File: config.mk
export PLATFORM = sky130hd
export DESIGN_NAME = page_buffer_clock_replacement
export DESIGN_NICKNAME = d
export VERILOG_FILES = /design/src/design/pbcr_pkg.sv /design/src/design/page_buffer_clock_replacement.sv /design/src/design/pbcr_ram.sv
export SDC_FILE = /design/constraint.sdc
export NUM_CORES = 2
export LEC_CHECK = 0
export ABC_AREA = 1
export BUFFER_PORTS_ARGS = -buffer_cell sky130_fd_sc_hd__buf_4
export CAP_MARGIN = 20
export CELL_PAD_IN_SITES_DETAIL_PLACEMENT = 0
export CELL_PAD_IN_SITES_GLOBAL_PLACEMENT = 2
export CORE_ASPECT_RATIO = 0.6
export CORE_MARGIN = 10
export CORE_UTILIZATION = 40
export DETAILED_ROUTE_END_ITERATION = 8
export GPL_ROUTABILITY_DRIVEN = 0
export PLACE_DENSITY_LB_ADDON = 0.1
export SLEW_MARGIN = 20
export SYNTH_ARGS = -nofsm -noshare
export SYNTH_HDL_FRONTEND = slang
export SYNTH_HIERARCHICAL = 1
export SYNTH_SLANG_ARGS = --single-unit
export TNS_END_PERCENT = 30
File: constraint.sdc
create_clock -name clk -period 8.8 [get_ports clk]
set_input_delay 1.76 -clock clk [delete_from_list [all_inputs] [get_ports clk]]
set_output_delay 1.76 -clock clk [all_outputs]
set_load 0.02 [all_outputs]
File: src/design/pbcr_pkg.sv
package pbcr_pkg;

	localparam int NUM_FRAMES = 64;
	localparam int PAGE_BITS = 32;
	localparam int PIN_BITS = 8;
	localparam int IDX_W = $clog2(NUM_FRAMES);
	localparam int CNT_W = IDX_W + 1;
	localparam int STEP_W = IDX_W + 2;
	localparam int CFG_W = 7;
	localparam int REL_W = 6;
	localparam int OIDX_W = 6;
	localparam logic [PIN_BITS-1:0] PIN_MAX = '1;

	localparam int IN_DATA_W = ((PAGE_BITS + REL_W + 7) / 8) * 8;
	localparam int OUT_RAW_W = OIDX_W + 3 + PAGE_BITS;
	localparam int OUT_DATA_W = ((OUT_RAW_W + 7) / 8) * 8;

	typedef enum logic {
		MODE_GET = 1'b0,
		MODE_RELEASE = 1'b1
	} mode_t;

	typedef struct packed {
		logic [PAGE_BITS-1:0] tag;
		logic mark;
		logic [PIN_BITS-1:0] pin;
		logic assigned;
	} entry_t;

	localparam int ENTRY_W = $bits(entry_t);

	typedef enum logic [2:0] {
		ST_IDLE,
		ST_LREAD,
		ST_LEVAL,
		ST_SREAD,
		ST_SEVAL,
		ST_RREAD,
		ST_REVAL,
		ST_OUT
	} state_t;

endpackage

File: src/design/page_buffer_clock_replacement.sv
// Frame table of a page buffer with clock (second chance) replacement. A get word
// (tuser 0) first searches frames 0..n-1 in turn, n being frames_in_use clamped to
// 1..64; a hit pins the frame and sets its mark. On a miss the clock hand sweeps,
// clearing marks of unpinned frames until it finds an unpinned unmarked victim,
// which is retagged with one pin and the mark; after 2n looks with no victim
// all_pinned is reported. A release word (tuser 1) drops one pin of release_frame.
// Each frame look is a read state and an evaluate state, since the frame memory
// has a registered read port. One item is in flight at a time. The frame memory
// needs no clearing pass: per-frame valid bits cleared at reset make unwritten
// frames read as empty.
module page_buffer_clock_replacement (
	input  logic clk,
	input  logic arst_n,
	input  logic cfg_valid,
	output logic cfg_ready,
	input  logic [pbcr_pkg::CFG_W-1:0] cfg_data,      // frames_in_use
	input  logic s_tvalid,
	output logic s_tready,
	input  logic [pbcr_pkg::IN_DATA_W-1:0] s_tdata,   // requested page, release_frame
	input  logic s_tuser,                             // mode
	output logic m_tvalid,
	input  logic m_tready,
	output logic [pbcr_pkg::OUT_DATA_W-1:0] m_tdata   // frame_index, hit, evicted_valid,
	                                                  // evicted_page, all_pinned
);
	import pbcr_pkg::*;

	state_t state_q, state_nx;

	logic [CFG_W-1:0] fiu_q;
	logic [CNT_W-1:0] n;
	logic [IDX_W-1:0] last_idx;
	logic [NUM_FRAMES-1:0] vld_q;
	logic vld_rd_q;

	logic [PAGE_BITS-1:0] page_q;
	logic [REL_W-1:0] rel_q;
	logic [IDX_W-1:0] idx_q, hand_q;
	logic [STEP_W-1:0] steps_q;

	logic [OUT_RAW_W-1:0] res_q;
	logic [OUT_RAW_W-1:0] m_data_q;
	logic out_valid_q;

	logic we;
	logic [IDX_W-1:0] waddr, raddr;
	entry_t wentry, ram_rd, cur;
	logic [ENTRY_W-1:0] ram_rdata;

	logic match, victim;
	logic [STEP_W-1:0] two_n_m1;
	logic rel_ok;

	// clamp active frame count
	always_comb begin
		if (fiu_q == '0) begin
			n = CNT_W'(1);
		end else if (CNT_W'(fiu_q) > CNT_W'(NUM_FRAMES)) begin
			n = CNT_W'(NUM_FRAMES);
		end else begin
			n = CNT_W'(fiu_q);
		end
	end
	assign last_idx = IDX_W'(n - CNT_W'(1));
	assign two_n_m1 = {n, 1'b0} - STEP_W'(1);
	assign rel_ok = 32'(rel_q) < 32'(NUM_FRAMES);

	assign cfg_ready = 1'b1;
	assign s_tready = (state_q == ST_IDLE);
	assign m_tvalid = out_valid_q;
	assign m_tdata = OUT_DATA_W'(m_data_q);

	// frame memory
	pbcr_ram #(.WIDTH(ENTRY_W), .DEPTH(NUM_FRAMES)) u_ram (
		.clk  (clk),
		.we   (we),
		.waddr(waddr),
		.wdata(wentry),
		.raddr(raddr),
		.rdata(ram_rdata)
	);

	assign ram_rd = entry_t'(ram_rdata);
	assign cur = vld_rd_q ? ram_rd : '0;
	assign match = cur.assigned && (cur.tag == page_q);
	assign victim = (cur.pin == '0) && !cur.mark;

	// next state
	always_comb begin
		state_nx = state_q;
		case (state_q)
			ST_IDLE: begin
				if (s_tvalid) begin
					state_nx = (s_tuser == MODE_RELEASE) ? ST_RREAD : ST_LREAD;
				end
			end
			ST_LREAD: state_nx = ST_LEVAL;
			ST_LEVAL: begin
				if (match) begin
					state_nx = ST_OUT;
				end else if (idx_q == last_idx) begin
					state_nx = ST_SREAD;
				end else begin
					state_nx = ST_LREAD;
				end
			end
			ST_SREAD: state_nx = ST_SEVAL;
			ST_SEVAL: begin
				if (victim || steps_q == two_n_m1) begin
					state_nx = ST_OUT;
				end else begin
					state_nx = ST_SREAD;
				end
			end
			ST_RREAD: state_nx = ST_REVAL;
			ST_REVAL: state_nx = ST_OUT;
			ST_OUT: begin
				if (!out_valid_q || m_tready) begin
					state_nx = ST_IDLE;
				end
			end
			default: state_nx = ST_IDLE;
		endcase
	end

	// memory port control
	always_comb begin
		we = 1'b0;
		wentry = cur;
		raddr = idx_q;
		waddr = idx_q;
		case (state_q)
			ST_LREAD: raddr = idx_q;
			ST_LEVAL: begin
				waddr = idx_q;
				if (match) begin
					we = 1'b1;
					wentry.mark = 1'b1;
					if (cur.pin != PIN_MAX) begin
						wentry.pin = cur.pin + PIN_BITS'(1);
					end
				end
			end
			ST_SREAD: raddr = hand_q;
			ST_SEVAL: begin
				waddr = hand_q;
				if (victim) begin
					we = 1'b1;
					wentry.tag = page_q;
					wentry.assigned = 1'b1;
					wentry.pin = PIN_BITS'(1);
					wentry.mark = 1'b1;
				end else if (cur.pin == '0) begin
					we = 1'b1;
					wentry.mark = 1'b0;
				end
			end
			ST_RREAD: raddr = IDX_W'(rel_q);
			ST_REVAL: begin
				waddr = IDX_W'(rel_q);
				if (rel_ok && cur.pin != '0) begin
					we = 1'b1;
					wentry.pin = cur.pin - PIN_BITS'(1);
				end
			end
			default: ;
		endcase
	end

	// control and datapath registers
	always_ff @(posedge clk or negedge arst_n) begin
		if (!arst_n) begin
			state_q <= ST_IDLE;
			fiu_q <= CFG_W'(NUM_FRAMES);
			vld_q <= '0;
			vld_rd_q <= 1'b0;
			hand_q <= '0;
			out_valid_q <= 1'b0;
			idx_q <= '0;
			steps_q <= '0;
		end else begin
			state_q <= state_nx;
			vld_rd_q <= vld_q[raddr];
			if (cfg_valid) begin
				fiu_q <= cfg_data;
			end
			if (we) begin
				vld_q[waddr] <= 1'b1;
			end
			if (out_valid_q && m_tready) begin
				out_valid_q <= 1'b0;
			end
			if (state_q == ST_OUT && state_nx == ST_IDLE) begin
				out_valid_q <= 1'b1;
			end
			case (state_q)
				ST_IDLE: idx_q <= '0;
				ST_LEVAL: begin
					if (!match && idx_q == last_idx) begin
						// start sweep, restart hand outside active frames
						steps_q <= '0;
						if (CNT_W'(hand_q) >= n) begin
							hand_q <= '0;
						end
					end
					idx_q <= idx_q + IDX_W'(1);
				end
				ST_SEVAL: begin
					if (!victim) begin
						steps_q <= steps_q + STEP_W'(1);
						hand_q <= (hand_q == last_idx) ? '0 : hand_q + IDX_W'(1);
					end
				end
				default: ;
			endcase
		end
	end

	// capture word and results
	always_ff @(posedge clk) begin
		if (state_q == ST_IDLE && s_tvalid) begin
			page_q <= s_tdata[PAGE_BITS-1:0];
			rel_q <= s_tdata[PAGE_BITS +: REL_W];
		end
		// hand the finished result to the output register
		if (state_q == ST_OUT && state_nx == ST_IDLE) begin
			m_data_q <= res_q;
		end
		case (state_q)
			ST_LEVAL: begin
				if (match) begin
					res_q <= {1'b0, PAGE_BITS'(0), 1'b0, 1'b1, OIDX_W'(idx_q)};
				end
			end
			ST_SEVAL: begin
				if (victim) begin
					res_q <= {1'b0, (cur.assigned ? cur.tag : PAGE_BITS'(0)),
						cur.assigned, 1'b0, OIDX_W'(hand_q)};
				end else if (steps_q == two_n_m1) begin
					res_q <= {1'b1, PAGE_BITS'(0), 1'b0, 1'b0, OIDX_W'(0)};
				end
			end
			ST_REVAL: res_q <= {1'b0, PAGE_BITS'(0), 1'b0, 1'b0, OIDX_W'(rel_q)};
			default: ;
		endcase
	end

	a_lookup_range: assert property (@(posedge clk) disable iff (!arst_n)
		state_q == ST_LEVAL |-> CNT_W'(idx_q) < n)
		else $error("lookup index beyond active frames");
	a_hand_range: assert property (@(posedge clk) disable iff (!arst_n)
		state_q == ST_SEVAL |-> CNT_W'(hand_q) < n)
		else $error("clock hand beyond active frames");
	a_write_eval: assert property (@(posedge clk) disable iff (!arst_n)
		we |-> (state_q == ST_LEVAL || state_q == ST_SEVAL || state_q == ST_REVAL))
		else $error("frame write outside an evaluate step");
	a_out_after: assert property (@(posedge clk) disable iff (!arst_n)
		(state_q == ST_OUT && state_nx == ST_IDLE) |=> out_valid_q)
		else $error("result not presented");

endmodule

File: src/design/pbcr_ram.sv
module pbcr_ram #(
	parameter int WIDTH = 8,
	parameter int DEPTH = 16
) (
	input  logic                     clk,
	input  logic                     we,
	input  logic [$clog2(DEPTH)-1:0] waddr,
	input  logic [WIDTH-1:0]         wdata,
	input  logic [$clog2(DEPTH)-1:0] raddr,
	output logic [WIDTH-1:0]         rdata
);

	logic [WIDTH-1:0] mem [DEPTH];

	// write port and registered read port
	always_ff @(posedge clk) begin
		if (we) begin
			mem[waddr] <= wdata;
		end
		rdata <= mem[raddr];
	end

endmodule
==> impl_metrics.env <==
export IMPL_status="completed"
export IMPL_synth_mux_area_fraction_pct=0.0465
export IMPL_hold_path_startpoint="res_q[37]"
export IMPL_path_clk_slew_ns=0.07
export IMPL_cts_setup_buffers=0
export IMPL_hpwlAfterDp_um=221000
export IMPL_layout_drive_gt1_share_pct=8.29
export IMPL_synthesis_area_mm2=0.121
export IMPL_drt_iter0_drc=8479
export IMPL_drt_wl_total_um=406000
export IMPL_synthAdderAreaFrac_pct=0.134
export IMPL_timing_rr_end="u_ram/mem[9][23]"
export IMPL_coreArea_mm2=0.301
export IMPL_die_w_um=730
export IMPL_yosysTopAreaCell="edfxtp_1"
export IMPL_fp_dieH_um=446
export IMPL_firstDrtPassIters=6
export IMPL_synth_warnings=6
export IMPL_worstMarginPinSlew_ns=1.19
export IMPL_synthXorXnorAreaFrac_pct=0.203
export IMPL_period_share_pct=64.9
export IMPL_overflow=0
export IMPL_fmax_mhz=175
export IMPL_cts_max_level=5
export IMPL_yosysMostFrequentCell="nand2_1"
export IMPL_hp_class="reg2reg"
export IMPL_via_count=80200
export IMPL_start_util_pct=40.2
export IMPL_setup_viol=0
export IMPL_min_path_cells=0
export IMPL_drc=0
export IMPL_num_rows=156
export IMPL_dieArea_mm2=0.326
export IMPL_vdd_drop_max_mv=0.313
export IMPL_via_per_inst=5.50
export IMPL_maxCapViolations=0
export IMPL_portBuffers=93
export IMPL_startpoint_type="flop"
export IMPL_synth_simple_gate_area_share_pct=22.9
export IMPL_p_leak_nw=48.3
export IMPL_ys_ff_latch=2946
export IMPL_cts_resized=0
export IMPL_grt_pass1_vias=75100
export IMPL_grt_max_degree=253
export IMPL_grt_pass1_wl_um=572000
export IMPL_slew_headroom_pct=20.5
export IMPL_ys_top_cells_by_count="nand2_1 (3424), edfxtp_1 (2808), nand3_1 (2661), buf_2 (306), nor2_1 (218)"
export IMPL_postCtsHoldBufs=0
export IMPL_async_reset_ff_share_pct=3.26
export IMPL_fin_area_mm2=0.135
export IMPL_syn_to_final_growth_pct=11.5
export IMPL_yosysSeqAreaShare_pct=72.3
export IMPL_yosysUniqueCellTypes=53
export IMPL_cts_root_buf="clkbuf_16"
export IMPL_hold_viol=0
export IMPL_ant_nets=0
export IMPL_cp_data_required_time_ns=9.36
export IMPL_cp_max_fo=63
export IMPL_gr_usage_all_layers_pct=24.2
export IMPL_arrival_ns=6.27
export IMPL_ioPinCount=104
export IMPL_synth_area_per_cell_um2=11.7
export IMPL_final_nets=10400
export IMPL_cts_made_buffers=296
export IMPL_placed_cell_area_mm2=0.126
export IMPL_wl_per_cell_um=27.8
export IMPL_clockBufferDepth=4
export IMPL_clkLatencyLatePin_ns=0.90
export IMPL_reg2reg_depth=13
export IMPL_yosys_most_used_dff="edfxtp_1"
export IMPL_synth_top_area_share_pct=69.7
export IMPL_whs_endpoint="m_data_q[37]"
export IMPL_setup_tns_final_ns=0
export IMPL_yosys_top_cells_area="edfxtp_1 (70%), nand3_1 (11%), nand2_1 (11%), dfrtp_1 (2.0%), buf_2 (1.3%)"
export IMPL_period_minus_slack_ns=5.71
export IMPL_rsz0062_at_grt="false"
export IMPL_syn_inst=10300
export IMPL_p_per_area_mw_per_mm2=365
export IMPL_reg2reg_from="vld_rd_q"
export IMPL_cts_num_sinks=2946
export IMPL_cp_end_kind="flop"
export IMPL_path_class="reg2reg"
export IMPL_finalClockSkew_ns=0.0410
export IMPL_slew_violations=0
export IMPL_antenna_found_initial=27
export IMPL_synth_edf_count=2808
export IMPL_tritoncts="built"
export IMPL_rrSetupSlack_ns=3.09
export IMPL_synth_top_family_by_area="simple AND/OR/NAND/NOR gates"
export IMPL_synth_compound_area_share_pct=0.557
-- cell usage in the layout (no fill, tap or decap), types with 42 or more instances in the layout --
master	netlist	layout
clkbuf_1	108	81
clkbuf_16	0	305
clkinv_2	0	46
dfxtp_1	42	42
buf_4	59	279
inv_1	149	142
nand3_1	2661	2655
nor2_4	5	62
edfxtp_1	2808	2808
nor2_1	218	162
nand2_1	3424	3422
clkinv_1	2	63
dfrtp_1	95	94
-- kinds of logic (layout without fill, tap and decap cells) --
group                      after synthesis  after routing
AOI/OAI and AO/OA                      119            119
xor gates and xnor gates                28             28
adders and majority gates               13             13
buffers and inverters                  813           1015
DFF                                   2946           2946
muxes                                    5              5
other                                    2             21
and+or+nand+nor                       6403           6403
-- worst max-delay path by stage --
| stage | cells past startpoint | to | start |
|---|---|---|---|
| 3_3_place_gp | 12 | u_ram/mem[37][29] | vld_rd_q |
| 4_1_cts | 12 | u_ram/mem[32][22] | vld_rd_q |
| 3_5_place_dp | 12 | u_ram/mem[32][23] | vld_rd_q |
| 2_1_floorplan | 13 | u_ram/mem[48][0] | vld_rd_q |
| 5_1_grt | 13 | u_ram/mem[4][23] | vld_rd_q |
| 6_report | 13 | u_ram/mem[9][23] | vld_rd_q |
-- final cells by class --
type                       instances  area, µm²
clock buffer                     388       7960
inverter                         173        733
timing repair buffer             324       3060
clock inverter                   130        785
fill                           27500     166000
antenna                           13       32.5
tap                             4029       5040
multi-input combinational       6576      29800
sequential                      2946      87600
-- report_power, final --
part           switching (W)  internal, W
sequential          0.000239       0.0184
combinational         0.0146      0.00401
clock                0.00544      0.00653
-- layer usage --
metal / part of all wire [%] / GRT usage (%) / vias to the layer above
li1: - / - / 36300
met1: 48 / 37.4 / 40500
met2: 42 / 34.5 / 2888
met3: 8.6 / 5.77 / 455
met4: 2.2 / 5.24 / 10
met5: 0.017 / 0 / -
-- metrics by stage --
step                power (W)  setup slack (ns)  hold slack, ns  cells  utilization [%]
global route           0.0517              2.79           0.426  14600             44.8
CTS                    0.0495              3.17           0.424  14600             44.8
detailed placement     0.0375              3.18           0.405  14000             41.9
finish                 0.0492              3.09           0.423  14600             44.8
floorplan              0.0306              1.71           0.400  10300                -
global placement       0.0373              3.20           0.407  14000             41.8
-- critical path: stages (launching register included) --
cell and delay (ns):
dfrtp_2 0.38, buf_4 0.29, nand2_1 0.27, ha_1 0.27
nand4_1 0.21, nor3_2 0.52, ha_1 0.41, inv_1 0.34
nor2_4 0.20, buf_4 0.43, buf_4 0.72, nand2_1 0.21
o21ai_4 0.25, buf_4 0.66
-- state kept, by name, summed over array words and instances, names as in the netlist --
signal	cells
u_ram/mem	2688
vld_q	64
u_ram/rdata	42
m_data_q	41
res_q	41
page_q	32
steps_q	8
fiu_q	7
hand_q	6
idx_q	6
rel_q	6
state_q	3
m_tvalid	1
vld_rd_q	1
(Power assumes the default switching activity.)
